$ cat src/hdl/command_frame_checker_core_defines.svh
// Assertion helpers used by the frame tracker RTL.
`ifndef COMMAND_FRAME_CHECKER_CORE_DEFINES_SVH
`define COMMAND_FRAME_CHECKER_CORE_DEFINES_SVH

// Same-cycle implication, disabled while reset is high.
`define CFC_ASSERT_NOW(label, clk, rst, ante, cons, msg) \
   label: assert property (@(posedge clk) disable iff (rst) (ante) |-> (cons)) \
      else $error(msg);

// Next-cycle implication, disabled while reset is high.
`define CFC_ASSERT_NEXT(label, clk, rst, ante, cons, msg) \
   label: assert property (@(posedge clk) disable iff (rst) (ante) |=> (cons)) \
      else $error(msg);

`endif

$ cat src/hdl/cfc_pkg.sv
package cfc_pkg;

   // Frame layout positions, counted from zero
   localparam logic [15:0] LEN_HI_POS    = 16'd2;
   localparam logic [15:0] LEN_LO_POS    = 16'd3;
   localparam logic [15:0] FORMAT_POS    = 16'd4;
   localparam logic [15:0] ID_FIRST      = 16'd5;
   localparam int unsigned ID_BYTES      = 8;
   localparam logic [15:0] ID_LAST       = ID_FIRST + 16'(ID_BYTES - 1);
   localparam logic [15:0] FUNC_POS      = 16'd13;
   localparam logic [15:0] ARG_FIRST     = FUNC_POS + 16'd1;
   localparam logic [16:0] MIN_FRAME_LEN = 17'd15;
   localparam logic [15:0] COUNT_MAX     = 16'hFFFF;

   localparam logic KIND_ARG    = 1'b0;
   localparam logic KIND_STATUS = 1'b1;

   typedef enum logic [1:0] {
      STATUS_OK       = 2'd0,
      STATUS_LENGTH   = 2'd1,
      STATUS_CHECKSUM = 2'd2
   } status_type;

   typedef struct packed {
      logic [7:0] rx_byte;
      logic       last_byte;
   } req_type;

   typedef struct packed {
      logic        item_kind;
      logic [7:0]  arg_byte;
      logic [15:0] arg_index;
      logic [1:0]  frame_status;
      logic [7:0]  fmt_byte;
      logic [7:0]  cmd_byte;
      logic [15:0] frame_length;
      logic        id_match;
   } rsp_type;

   // One processed byte: whether it yields a response, and that response
   typedef struct packed {
      logic    emit;
      rsp_type rsp;
   } step_type;

endpackage

$ cat src/hdl/cfc_frame_tracker.sv
`include "command_frame_checker_core_defines.svh"

module cfc_frame_tracker (
   input  logic              clock,
   input  logic              reset,
   input  logic              process,
   input  cfc_pkg::req_type  req,
   input  logic [63:0]       own_device_id,
   output cfc_pkg::step_type step
);
   import cfc_pkg::*;

   logic [15:0] byte_count_ff,      byte_count_in;
   logic [7:0]  running_sum_ff,     running_sum_in;
   logic [15:0] declared_length_ff, declared_length_in;
   logic [7:0]  format_byte_ff,     format_byte_in;
   logic [7:0]  command_code_ff,    command_code_in;
   logic        identity_ok_ff,     identity_ok_in;
   logic        count_overflow_ff,  count_overflow_in;

   logic [2:0]  id_sel;
   logic [5:0]  id_lsb;
   logic [7:0]  id_want;
   logic [16:0] actual_len;

   // Identity byte 5 sits in bits 63:56, byte 12 in bits 7:0
   assign id_sel     = 3'(byte_count_ff - ID_FIRST);
   assign id_lsb     = {~id_sel, 3'b000};
   assign id_want    = own_device_id[id_lsb +: 8];
   assign actual_len = {1'b0, byte_count_ff} + 17'd1;

   always_comb begin
      byte_count_in      = byte_count_ff;
      running_sum_in     = running_sum_ff;
      declared_length_in = declared_length_ff;
      format_byte_in     = format_byte_ff;
      command_code_in    = command_code_ff;
      identity_ok_in     = identity_ok_ff;
      count_overflow_in  = count_overflow_ff;
      step               = '0;

      if (req.last_byte) begin
         step.emit              = 1'b1;
         step.rsp.item_kind     = KIND_STATUS;
         step.rsp.fmt_byte      = format_byte_ff;
         step.rsp.cmd_byte      = command_code_ff;
         step.rsp.frame_length  = declared_length_ff;
         step.rsp.id_match      = identity_ok_ff;
         if (count_overflow_ff || (actual_len < MIN_FRAME_LEN) ||
             (actual_len != {1'b0, declared_length_ff})) begin
            step.rsp.frame_status = STATUS_LENGTH;
         end else if (running_sum_ff != req.rx_byte) begin
            step.rsp.frame_status = STATUS_CHECKSUM;
         end else begin
            step.rsp.frame_status = STATUS_OK;
         end
         byte_count_in      = '0;
         running_sum_in     = '0;
         declared_length_in = '0;
         format_byte_in     = '0;
         command_code_in    = '0;
         identity_ok_in     = 1'b1;
         count_overflow_in  = 1'b0;
      end else if (!count_overflow_ff) begin
         running_sum_in = running_sum_ff + req.rx_byte;
         unique case (byte_count_ff) inside
            LEN_HI_POS: begin
               declared_length_in[15:8] = req.rx_byte;
            end
            LEN_LO_POS: begin
               declared_length_in[7:0] = req.rx_byte;
            end
            FORMAT_POS: begin
               format_byte_in = req.rx_byte;
            end
            [ID_FIRST:ID_LAST]: begin
               if (id_want != req.rx_byte) begin
                  identity_ok_in = 1'b0;
               end
            end
            FUNC_POS: begin
               command_code_in = req.rx_byte;
            end
            default: begin
            end
         endcase

         if (byte_count_ff == COUNT_MAX) begin
            count_overflow_in = 1'b1;
         end else begin
            byte_count_in = byte_count_ff + 16'd1;
         end

         if (byte_count_ff > FUNC_POS) begin
            step.emit          = 1'b1;
            step.rsp.item_kind = KIND_ARG;
            step.rsp.arg_byte  = req.rx_byte;
            step.rsp.arg_index = byte_count_ff - ARG_FIRST;
         end
      end
   end

   always_ff @(posedge clock) begin
      if (reset) begin
         byte_count_ff      <= '0;
         running_sum_ff     <= '0;
         declared_length_ff <= '0;
         format_byte_ff     <= '0;
         command_code_ff    <= '0;
         identity_ok_ff     <= 1'b1;
         count_overflow_ff  <= 1'b0;
      end else if (process) begin
         byte_count_ff      <= byte_count_in;
         running_sum_ff     <= running_sum_in;
         declared_length_ff <= declared_length_in;
         format_byte_ff     <= format_byte_in;
         command_code_ff    <= command_code_in;
         identity_ok_ff     <= identity_ok_in;
         count_overflow_ff  <= count_overflow_in;
      end
   end

   `CFC_ASSERT_NEXT(a_last_clears, clock, reset, process && req.last_byte, (byte_count_ff == '0) && identity_ok_ff && !count_overflow_ff, "frame state not cleared after last byte")
   `CFC_ASSERT_NEXT(a_sat_holds, clock, reset, process && !req.last_byte && count_overflow_ff, $stable(byte_count_ff) && $stable(running_sum_ff), "saturated frame state changed")
   `CFC_ASSERT_NOW(a_arg_pos, clock, reset, step.emit && !req.last_byte, (byte_count_ff > FUNC_POS) && !count_overflow_ff, "argument emitted outside argument area")

endmodule

$ cat src/hdl/cfc_rsp_stage.sv
module cfc_rsp_stage (
   input  logic             clock,
   input  logic             reset,
   input  logic             load,
   input  cfc_pkg::rsp_type load_data,
   output logic             ready,
   output logic             rsp_valid,
   input  logic             rsp_stall,
   output cfc_pkg::rsp_type rsp_data
);
   import cfc_pkg::*;

   logic    vld_ff, vld_in;
   rsp_type data_ff;

   // Free when empty or when the held response leaves this cycle
   assign ready  = !vld_ff || !rsp_stall;
   assign vld_in = load ? 1'b1 : (ready ? 1'b0 : vld_ff);

   always_ff @(posedge clock) begin
      if (reset) begin
         vld_ff <= 1'b0;
      end else begin
         vld_ff <= vld_in;
      end
   end

   always_ff @(posedge clock) begin
      if (load) begin
         data_ff <= load_data;
      end
   end

   assign rsp_valid = vld_ff;
   assign rsp_data  = data_ff;

endmodule

$ cat src/hdl/command_frame_checker_core.sv
// Path: a request waits in the input register, then its response in the response register.
// Throughput: one request per cycle; the input register and response register are each
//   one slot, so a stalled response holds one request back and then stalls req.
// Reset (synchronous, active high): empties both slots, clears the frame state and
//   sets the device ID register to zero.
module command_frame_checker_core (
   input  logic             clock,
   input  logic             reset,
   input  logic             req_valid,
   output logic             req_stall,
   input  cfc_pkg::req_type req_data,
   output logic             rsp_valid,
   input  logic             rsp_stall,
   output cfc_pkg::rsp_type rsp_data,
   input  logic             csr_wr_en,
   input  logic [63:0]      csr_wr_data
);
   import cfc_pkg::*;

   // Input register: one request waiting for the frame tracker
   logic     in_vld_ff, in_vld_in;
   req_type  in_data_ff;

   // Configured device identity
   logic [63:0] own_id_ff;

   logic     rsp_ready;
   logic     process;
   logic     accept;
   step_type step;

   // The tracker consumes the held request whenever the response slot can take
   // a result this cycle. Requests that produce nothing still wait for it,
   // which keeps the control path short.
   assign process   = in_vld_ff && rsp_ready;
   assign req_stall = in_vld_ff && !process;
   assign accept    = req_valid && !req_stall;
   assign in_vld_in = accept ? 1'b1 : (process ? 1'b0 : in_vld_ff);

   always_ff @(posedge clock) begin
      if (reset) begin
         in_vld_ff <= 1'b0;
      end else begin
         in_vld_ff <= in_vld_in;
      end
   end

   always_ff @(posedge clock) begin
      if (accept) begin
         in_data_ff <= req_data;
      end
   end

   // Must be written only while idle; the block does not enforce this. No read-back
   always_ff @(posedge clock) begin
      if (reset) begin
         own_id_ff <= '0;
      end else if (csr_wr_en) begin
         own_id_ff <= csr_wr_data;
      end
   end

   // Per-byte frame state: length, format and command capture, identity compare, checksum, arg index
   cfc_frame_tracker u_tracker (
      .clock         (clock),
      .reset         (reset),
      .process       (process),
      .req           (in_data_ff),
      .own_device_id (own_id_ff),
      .step          (step)
   );

   // Response register toward the consumer
   cfc_rsp_stage u_rsp (
      .clock     (clock),
      .reset     (reset),
      .load      (process && step.emit),
      .load_data (step.rsp),
      .ready     (rsp_ready),
      .rsp_valid (rsp_valid),
      .rsp_stall (rsp_stall),
      .rsp_data  (rsp_data)
   );

endmodule

$ cat config.mk
export PLATFORM = sky130hd
export DESIGN_NAME = command_frame_checker_core
export DESIGN_NICKNAME = d
export VERILOG_FILES = /design/src/hdl/cfc_pkg.sv /design/src/hdl/cfc_frame_tracker.sv /design/src/hdl/cfc_rsp_stage.sv /design/src/hdl/command_frame_checker_core.sv
export VERILOG_INCLUDE_DIRS = /design/src /design/src/hdl
export SDC_FILE = /design/constraint.sdc
export NUM_CORES = 1
export LEC_CHECK = 0
export BUFFER_PORTS_ARGS = -buffer_cell sky130_fd_sc_hd__buf_4
export CAP_MARGIN = 40
export CORE_ASPECT_RATIO = 0.75
export CORE_UTILIZATION = 35
export CTS_CLUSTER_DIAMETER = 120
export DETAILED_ROUTE_END_ITERATION = 10
export PLACE_DENSITY = 0.55
export REMOVE_ABC_BUFFERS = 1
export SYNTH_ARGS = -nofsm -noshare
export SYNTH_HDL_FRONTEND = slang
export SYNTH_HIERARCHICAL = 1
export SYNTH_SLANG_ARGS = --single-unit
$ cat constraint.sdc
create_clock -name clock -period 4.7 [get_ports clock]
set_input_delay 0.94 -clock clock [delete_from_list [all_inputs] [get_ports clock]]
set_output_delay 0.94 -clock clock [all_outputs]
set_load 0.05 [all_outputs]
==> results of run 1 <==
-- state kept, by name, summed over array words and instances, names as in the netlist, 8 cells and up --
name                          flops
own_id_ff                        64
u_rsp/rsp_data                   60
u_tracker/byte_count_ff          16
u_tracker/declared_length_ff     16
in_data_ff                        9
u_tracker/command_code_ff         8
u_tracker/format_byte_ff          8
u_tracker/running_sum_ff          8
-- routing by layer --
metal  vias up  GRT usage (%)
li1       3234              -
met3        11           3.61
met5         -              0
met2       176           25.5
met4         0           3.93
met1      3101           26.5
-- metrics by stage --
step,total power [uW],instances,util (%),cell area [um^2]
after floorplan,2050,784,-,8690
after global placement,2200,1272,40.7,10200
after detailed placement,2200,1274,40.8,10300
after CTS,3670,1306,43.2,10900
after global routing,3760,1306,43.2,10900
final,3630,1306,43.2,10900
-- worst max-delay path, stage by stage, from the launching register on --
cell and delay (ns):
dfxtp_1 0.71, ha_1 0.39, and4_1 0.52, and4_1 0.40
nand4_1 0.19, xnor2_1 0.21, o211ai_1 0.09, or4_1 0.47
and2_1 0.19
-- synthesized netlist by cell type, drive strengths merged, types with 4 or more instances --
cell type  instances
dfxtp            124
nor2             120
edfxtp            69
mux2i             66
and2              47
o21ai             45
xnor2             44
clkbuf            34
nand2             29
buf               27
a21oi             24
nand3             23
a22o              22
mux4              16
nand2b            14
nor3              14
ha                12
xor2              12
nand4             10
inv                9
nor2b              7
a21o               6
a31oi              5
and3               5
nor4               5
o31ai              5
a22oi              4
and4               4
nand3b             4
-- worst min-delay path by stage --
stage                                      start                           end  slack, ns  cells after the start
finish               u_tracker/format_byte_ff[7]   u_tracker/format_byte_ff[7]       0.48                      2
global route        u_tracker/command_code_ff[4]  u_tracker/command_code_ff[4]       0.50                      2
CTS                  u_tracker/format_byte_ff[7]   u_tracker/format_byte_ff[7]       0.48                      2
detailed placement   u_tracker/format_byte_ff[7]   u_tracker/format_byte_ff[7]       0.46                      2
global placement     u_tracker/format_byte_ff[7]   u_tracker/format_byte_ff[7]       0.43                      2
floorplan            u_tracker/format_byte_ff[7]   u_tracker/format_byte_ff[7]       0.42                      2
-- cell type report --
cell class | count | area, um^2
Tap cell | 338 | 423
Clock inverter | 14 | 168
Inverter | 9 | 33.8
Multi-Input combinational cell | 582 | 4100
Clock buffer | 18 | 429
Sequential cell | 193 | 4550
Timing Repair Buffer | 152 | 1160
Fill cell | 2436 | 14300
-- kinds of logic (layout without fill, tap and decap cells) --
kind of cell / after synthesis / in the layout / synth area share (%)
buffers and inverters: 70 / 193 / 4.02
xor gates and xnor gates: 56 / 56 / 5.44
adders and majority gates: 14 / 14 / 2.00
AOI/OAI and AO/OA: 136 / 136 / 9.98
DFF: 193 / 193 / 50.5
muxes: 82 / 82 / 11.3
and+or+nand+nor: 294 / 294 / 16.7
-- power breakdown --
part / switching, uW / internal [uW]
Combinational: 187 / 152
Sequential: 43.4 / 1780
Clock: 702 / 762
==> summary.txt, run 1 <==
=================================================================================
Hold WC Path Type                                                    register to register
Clk buf depth                                                                   2
Initial antenna violation count                                                 0
Mean instance size in the synthesized netlist                           10.7 um^2
Clock tree from TritonCTS                                                     yes
Post-synth top flop                                                       dfxtp_1
Met2 wire length                                                          9.53 mm
Share of the clock period used by the worst path after layout               72.9%
Transition time at the pin with the least slew margin                    0.855 ns
RD Place Congestion                                                         0.930
Overall die height                                                         141 um
Routed length on met1                                                     11.9 mm
Kind of launch point of the worst setup path                             register
Category of the most critical setup path                             register to register
Core outline area                                                     25,100 um^2
Global-route congestion overflow total                                          0
Total Routing Usage GR                                                      17.6%
Launch point of the worst reg-to-reg path                            u_tracker/byte_count_ff[2]
Via-per-instance ratio                                                       4.99
Post-CTS setup buffer count                                                     0
Critical path data required time                                          4.89 ns
Detailed-route via count                                                    6,522
Post-Synthesis Cells                                                          845
Number of register bits inferred by synthesis                                 193
Sort of element at the end of the critical path                          register
Pleak                                                                  0.00433 uW
TritonCTS buffer count                                                         17
Register-to-Register Path Depth                                                 8
Portion of the post-synthesis area used by sequential elements              50.5%
# DRC                                                                           0
Worst setup slack after placement                                         1.36 ns
Quantity of I/O buffers inserted on ports                                     139
Met3 layer wire length in the routed design                               1.21 mm
Critical R2R Capture                                                 u_rsp/rsp_data[33]
Synth Cell Area                                                         9020 um^2
Count of cell types in the netlist                                             66
Max VDD drop                                                             0.255 mV
Total count of max-transition violations in the final report                    0
First-pass GRT wire length                                                35.9 mm
Maximum achievable frequency                                              292 MHz
Clock latency of the later-clocked register in the worst-skew pair        0.44 ns
Total clock sinks                                                             193
Most frequent cells in the layout                                    buf_4 (150), dfxtp_1 (124), nor2_1 (117), edfxtp_1 (69), mux2i_1 (66)
Number of warning messages in the yosys log                                     6
Number of buffers inserted by hold repair at cts                                0
I/O pin total                                                                 140
Top post-synthesis cells by area                                     dfxtp_1 (28%), edfxtp_1 (23%), mux2i_1 (7.3%)
Number of global-route vias before repair                                   6,178
Detail Route Antenna Nets                                                       0
Cell row count                                                                 50
Final worst clock skew                                                  0.0182 ns
Routed length per placed instance                                         17.4 um
Violation count after the first detailed-route iteration                      483
Number of setup violations in the final report                                  0
Pin count of the biggest net entering global routing                           74
Worst hold slack                                                         0.481 ns
Horiz. Die Dim                                                             187 um
Total iterations of the first detailed-routing run                              5
Share of cells above drive strength 1                                       22.3%
Initial core utilization                                                    35.9%
Critical Path Sink                                                   u_rsp/rsp_data[33]
Largest area contributor in the netlist                                   dfxtp_1
Post-synth EDFFs                                                               69
Post-synth ARST share                                                          0%
Rel. slew slack                                                             42.4%
Synthesis-to-layout area growth                                             20.5%
H-tree Lvls                                                                     4
Number of nets in the finished design                                       1,046
Area fraction of the dominant cell type after synthesis                     27.5%
Setup repair after global routing missed its margin                         false
Number of resized instances in the post-cts repair step                         0
Final count of hold timing violations                                           0
Summed negative setup slack over all endpoints                               0 ns
Antenna diodes                                                                  0
Power Density                                                         334 nW/um^2
Final WL                                                                  22.8 mm
Maximum fanout along the worst path                                            16
Worst setup slack for register-to-register paths                          1.27 ns
Final setup margin                                                        1.27 ns
Commonest non-fill, non-tap cell in the layout                              buf_4
Count of maximum capacitance violations                                         0
Shortest clock period the worst path allows after layout                  3.43 ns
Clock root cell                                                         clkbuf_16
Setup crit start                                                     u_tracker/byte_count_ff[2]
Top Metal Used                                                               met4
Run status                                                           finished, final reports clean
Clock Pin Slew Worst Setup and Hold Paths                                 0.07 ns
Floorplan die area                                                    26,400 um^2
Placed wire-length estimate                                               16.2 mm
Data arrival at the endpoint of the critical path                         3.62 ns
=================================================================================
Note: power is estimated with default switching activity, not from simulation.
==> inputs of run 2 (changes only) <==
==> constraint.sdc (replaced) <==
create_clock -name clock -period 3.4 [get_ports clock]
set_input_delay 0.68 -clock clock [delete_from_list [all_inputs] [get_ports clock]]
set_output_delay 0.68 -clock clock [all_outputs]
set_load 0.05 [all_outputs]
==> run 2 against run 1 <==
Effect of this change:
- routed wire length up 3.5%
- sequential share of layout area decreased by 0.56 points
- clock-buffer cell count grew 1
- die area unchanged
- combinational power up 43%
- critical path depth is the same
- register-to-register slack worse by 0.94 ns
- maximum frequency up 12%
- cell area grew 1.3%
- via count is 0.72% higher
- utilization grew 0.58 points
- critical path type unchanged
==> summary.txt, run 2 (synthesis gave the netlist of run 1 again) <==
=================================================================================
Antenna diodes                                                                  0
Sort of element at the end of the critical path                          register
Switching power                                                           1210 uW
Hold WC Path Type                                                    primary input to register
Final setup margin                                                       0.333 ns
Detailed-route via count                                                    6,569
Clock latency of the later-clocked register in the worst-skew pair        0.44 ns
Final worst clock skew                                                  0.0151 ns
Commonest non-fill, non-tap cell in the layout                              buf_4
Sw Share                                                                    23.7%
Initial antenna violation count                                                 0
Placed wire-length estimate                                               16.9 mm
H-tree Lvls                                                                     4
Data arrival at the endpoint of the critical path                         3.26 ns
Maximum achievable frequency                                              326 MHz
Count of maximum capacitance violations                                         0
Design internal power                                                     3910 uW
Post-route standard cell area excluding fillers                       11,000 um^2
Total power draw                                                          5120 uW
TritonCTS buffer count                                                         17
Worst setup slack after placement                                        0.312 ns
Global-route congestion overflow total                                          0
First-pass GRT wire length                                                36.9 mm
Final count of hold timing violations                                           0
Cell row count                                                                 50
Number of setup violations in the final report                                  0
Met2 wire length                                                          9.55 mm
DP Area                                                               10,400 um^2
Shortest clock period the worst path allows after layout                  3.07 ns
Pleak                                                                  0.00441 uW
Clk buf depth                                                                   2
Floorplan die area                                                    26,400 um^2
Total count of max-transition violations in the final report                    0
Transition time at the pin with the least slew margin                    0.791 ns
Pin count of the biggest net entering global routing                           58
Initial core utilization                                                    35.9%
Total iterations of the first detailed-routing run                              4
Setup repair after global routing missed its margin                         false
Clock tree from TritonCTS                                                     yes
# DRC                                                                           0
Power Density                                                         465 nW/um^2
Relative contribution of sequential cells to total power                    49.0%
Most frequent cells in the layout                                    buf_4 (168), dfxtp_1 (124), nor2_1 (117), edfxtp_1 (69), mux2i_1 (66)
I/O pin total                                                                 140
Total Routing Usage GR                                                      18.4%
Clock Pin Slew Worst Setup and Hold Paths                                 0.07 ns
Share of the clock period used by the worst path after layout               90.2%
Relative contribution of the clock network to total power                   41.5%
Routed length per placed instance                                         17.8 um
Maximum fanout along the worst path                                            10
Horiz. Die Dim                                                             187 um
Run status                                                           finished, final reports clean
Crit path cell chain                                                 ha_1 -> nand3_1 -> nor2_2 -> xnor2_1 -> a211oi_1 -> o2111ai_1 -> or4_1 -> and2_1
Number of nets in the finished design                                       1,064
Quantity of I/O buffers inserted on ports                                     139
Share of cells above drive strength 1                                       23.5%
Via-per-instance ratio                                                       4.96
Category of the most critical setup path                             register to register
Detail Route Antenna Nets                                                       0
Critical path data required time                                          3.59 ns
Number of global-route vias before repair                                   6,263
Rel. slew slack                                                             47.2%
Core outline area                                                     25,100 um^2
Routed length on met1                                                     12.6 mm
Comb power frac                                                              9.5%
Clock root cell                                                         clkbuf_16
Overall die height                                                         141 um
Final WL                                                                  23.6 mm
Synthesis-to-layout area growth                                             22.1%
Kind of launch point of the worst setup path                             register
Total clock sinks                                                             193
Max VDD drop                                                             0.348 mV
Slowest cell delay on critical path                                       0.59 ns
Violation count after the first detailed-route iteration                      490
Summed negative setup slack over all endpoints                               0 ns
Top Metal Used                                                               met4
Slowest cell on the critical path                                           or4_1
RD Place Congestion                                                         0.925
Register containing the most flip-flops in the final layout             own_id_ff
Met3 layer wire length in the routed design                               1.28 mm
Number of flip-flops in the largest register                                   64
=================================================================================
## run 2: cell types whose count changed in the layout (fill, tap and decap cells not counted), sizes merged
| cell | before | now |
|---|---|---|
| clkbuf | 18 | 19 |
| buf | 152 | 170 |
| bufinv | 1 | 4 |
| inv | 16 | 12 |
| clkinv | 4 | 3 |
| clkinvlp | 2 | 3 |
## run 2: worst paths after layout
path | slack, ns | end | cells past startpoint | from
worst min-delay path | 0.42 | in_data_ff[7] | 1 | req_data[7]
worst max-delay path | 0.33 | u_rsp/rsp_data[33] | 8 | u_tracker/byte_count_ff[0]
worst max register to register | 0.33 | u_rsp/rsp_data[33] | 8 | u_tracker/byte_count_ff[0]
worst min register to register | 0.46 | u_tracker/format_byte_ff[7] | 2 | u_tracker/format_byte_ff[7]
## run 2: repair_timing
action | 4_1_cts | 5_1_grt
buffers inserted | 0 | 0
gates resized for setup | 0 | 1
hold buffers | 0 | 0
endpoints found under the setup margin | 0 | 1
## run 2: worst max-delay path, delay by kind of cell, from the launching register on
family | cells | cell delay (ns)
simple gates | 4 | 1.32
flops | 1 | 0.53
compound gates | 2 | 0.42
fa+ha+maj | 1 | 0.41
xor+xnor | 1 | 0.14
## run 2: layout make-up
type | count | area [um^2]
fill | 2464 | 14100
sequential | 193 | 4550
multi-input combinational | 582 | 4100
timing repair buffer | 170 | 1290
clock buffer | 19 | 433
tap | 338 | 423
clock inverter | 13 | 181
inverter | 9 | 33.8
## run 2: layer usage
metal  global-route usage (%)  up-vias
li1                         -     3266
met1                     27.8     3117
met2                     25.6      172
met3                     4.90       14
met4                     4.14        0
met5                        0        -
## run 2: power by group through the flow
stage | registers, uW | logic [uW] | clock network (uW)
6_report | 2510 | 484 | 2130
5_1_grt | 2520 | 524 | 2260
4_1_cts | 2510 | 489 | 2170
3_5_place_dp | 2560 | 488 | 0
3_3_place_gp | 2560 | 483 | 0
2_1_floorplan | 2630 | 202 | 0
## run 2: per-stage QoR
stage	std cells	util, %	hold slack [ns]
6_report	1324	43.8	0.421
5_1_grt	1324	43.8	0.398
4_1_cts	1324	43.8	0.400
3_5_place_dp	1292	41.3	0.442
3_3_place_gp	1291	41.3	0.437
2_1_floorplan	784	-	0.417
==> inputs of run 3 (changes only) <==
--- a/config.mk
+++ b/config.mk
@@ -12,6 +12,7 @@
 export CORE_UTILIZATION = 35
 export CTS_CLUSTER_DIAMETER = 120
 export DETAILED_ROUTE_END_ITERATION = 10
+export GPL_TIMING_DRIVEN = 0
 export PLACE_DENSITY = 0.55
 export REMOVE_ABC_BUFFERS = 1
 export SYNTH_ARGS = -nofsm -noshare
==> run 3 against run 2 <==
Effect of this change:
- cell count down 1.4%
- utilization decreased by 0.095 points
- setup slack got worse by 0.096 ns
- routed wire length down 5.2%
- critical endpoint unchanged
- register-to-register slack got worse by 0.096 ns
- clock skew rose by 0.0011 ns
- die area did not move
- critical path depth is the same
- sequential share of layout area grew 0.17 points
- critical path type unchanged
- clock-buffer cell count increased by 1
- non-clock buffer count down 19
- total power down 1.5%
==> summary.txt, run 3 (synthesis gave the netlist of run 1 again) <==
=================================================================================
Area of combinational cells with multiple inputs                        4120 um^2
Floorplan die area                                                    26,400 um^2
Antenna diodes                                                                  0
Cell row count                                                                 50
Transition time at the pin with the least slew margin                    0.859 ns
Maximum achievable frequency                                              316 MHz
Share of the clock period used by the worst path after layout               93.0%
Setup repair after global routing missed its margin                         false
Relative contribution of the clock network to total power                   40.6%
H-tree Lvls                                                                     4
Clock Pin Slew Worst Setup and Hold Paths                                 0.07 ns
Detailed-route via count                                                    6,474
Initial core utilization                                                    35.9%
TritonCTS buffer count                                                         17
Register containing the most flip-flops in the final layout             own_id_ff
Global-route congestion overflow total                                          0
Rel. slew slack                                                             42.3%
Clock latency of the later-clocked register in the worst-skew pair        0.44 ns
Shortest clock period the worst path allows after layout                  3.16 ns
Violation count after the first detailed-route iteration                      474
Synthesis-to-layout area growth                                             21.9%
Critical path data required time                                          3.59 ns
Power Density                                                         459 nW/um^2
Count of maximum capacitance violations                                         0
Number of nets in the finished design                                       1,045
Non-filler instance count after layout                                      1,305
Post-route standard cell area excluding fillers                       11,000 um^2
First-pass GRT wire length                                                35.1 mm
Filler cells                                                                2,467
Horiz. Die Dim                                                             187 um
Commonest non-fill, non-tap cell in the layout                              buf_4
Most frequent cells in the layout                                    buf_4 (145), dfxtp_1 (121), nor2_1 (117), edfxtp_1 (69), mux2i_1 (66)
Routed length per placed instance                                         17.1 um
Number of setup violations in the final report                                  0
I/O pin total                                                                 140
Slowest cell on the critical path                                           or4_1
Data arrival at the endpoint of the critical path                         3.35 ns
Total area of sequential cells                                          4560 um^2
Pin count of the biggest net entering global routing                           62
Number of flip-flops in the largest register                                   64
Total clock sinks                                                             193
Final count of hold timing violations                                           0
Total count of max-transition violations in the final report                    0
Design internal power                                                     3750 uW
Post-Route Utilization                                                      43.7%
Run status                                                           finished, final reports clean
Final WL                                                                  22.3 mm
Clock tree from TritonCTS                                                     yes
Total Routing Usage GR                                                      17.2%
Share of cells above drive strength 1                                       23.2%
Overall die height                                                         141 um
Quantity of I/O buffers inserted on ports                                     139
Comb power frac                                                              9.5%
Pleak                                                                  0.00436 uW
Placed wire-length estimate                                               15.7 mm
Placed Cells                                                                1,270
Top delay family on crit path                                        simple AND/OR/NAND/NOR gates
Hold WC Path Type                                                    primary input to register
Final worst clock skew                                                  0.0162 ns
Kind of launch point of the worst setup path                             register
Number of buffers and inverters on the critical path                            0
Slowest cell delay on critical path                                       0.48 ns
RD Place Congestion                                                         0.886
Maximum fanout along the worst path                                            12
Clock root cell                                                         clkbuf_16
Crit path cell chain                                                 ha_2 -> and4_2 -> and4_1 -> nand4_1 -> xnor2_1 -> o211ai_1 -> or4_1 -> and2_1
Sw Share                                                                    25.8%
Switching power                                                           1300 uW
Sort of element at the end of the critical path                          register
Relative contribution of sequential cells to total power                    49.9%
Number of global-route vias before repair                                   6,101
Max VDD drop                                                             0.321 mV
Via-per-instance ratio                                                       4.96
Clk buf depth                                                                   2
Detail Route Antenna Nets                                                       0
Initial antenna violation count                                                 0
Category of the most critical setup path                             register to register
Core outline area                                                     25,100 um^2
DP Area                                                               10,300 um^2
# DRC                                                                           0
Total iterations of the first detailed-routing run                              5
=================================================================================
==> run 3: cell types whose count changed in the layout (fill, tap and decap cells not counted), sizes merged <==
| cell | delta |
|---|---|
| buf | -19 |
| bufinv | -4 |
| clkinv | +4 |
| clkinvlp | -3 |
| inv | +2 |
| clkbuf | +1 |
==> run 3: worst paths after layout <==
check,startpoint,endpoint,slack [ns],depth (start not counted)
hold reg to reg,u_tracker/format_byte_ff[7],u_tracker/format_byte_ff[7],0.45,2
setup reg to reg,u_tracker/byte_count_ff[1],u_rsp/rsp_data[33],0.24,8
hold / removal,req_data[1],in_data_ff[1],0.42,1
setup / recovery,u_tracker/byte_count_ff[1],u_rsp/rsp_data[33],0.24,8
==> run 3: worst reg2reg max path: stages, from the launching register on <==
cell      delay [ns]
dfxtp_1         0.46
ha_2            0.33
and4_2          0.43
and4_1          0.37
nand4_1         0.23
xnor2_1         0.32
o211ai_1        0.11
or4_1           0.48
and2_1          0.20
==> run 3: final cells by class <==
cell class,count,share of cell area (%)
inverter,9,0.307
sequential,193,41.5
tap,338,3.85
clock inverter,12,1.23
clock buffer,20,4.35
multi-input combinational,582,37.5
timing repair buffer,151,11.2
==> run 3: power by group through the flow <==
stage,Sequential (uW),Clock [uW],Combinational (uW)
3_5_place_dp,2580,0,479
5_1_grt,2530,2180,521
2_1_floorplan,2630,0,202
4_1_cts,2520,2100,481
6_report,2520,2050,480
3_3_place_gp,2590,0,444
==> run 3: repair_timing <==
| action | CTS | global route |
|---|---|---|
| hold buffers | 0 | 0 |
| buffers inserted | 0 | 3 |
| pin swaps | 0 | 2 |
| cloned | 0 | 0 |
| gates resized for setup | 6 | 6 |
| setup endpoints to repair | 11 | 13 |
==> run 3: per-layer routing <==
metal / track usage (%) / vias to the layer above / share of wire (%)
met2: 25.0 / 148 / 41
met3: 3.81 / 19 / 4.9
li1: - / 3239 / -
met4: 4.96 / 0 / 1.1
met5: 0 / - / 0
met1: 25.3 / 3068 / 53
==> run 3: per-stage QoR <==
stage / TNS (ns) / total power [uW] / setup WS (ns) / hold WS [ns]
4_1_cts: 0 / 5110 / 0.0308 / 0.405
3_3_place_gp: -149.65 / 3030 / -2.09 / 0.434
2_1_floorplan: -27.17 / 2830 / -0.445 / 0.417
5_1_grt: 0 / 5230 / 0.0659 / 0.407
3_5_place_dp: -1.70 / 3060 / -0.279 / 0.436
6_report: 0 / 5050 / 0.237 / 0.422
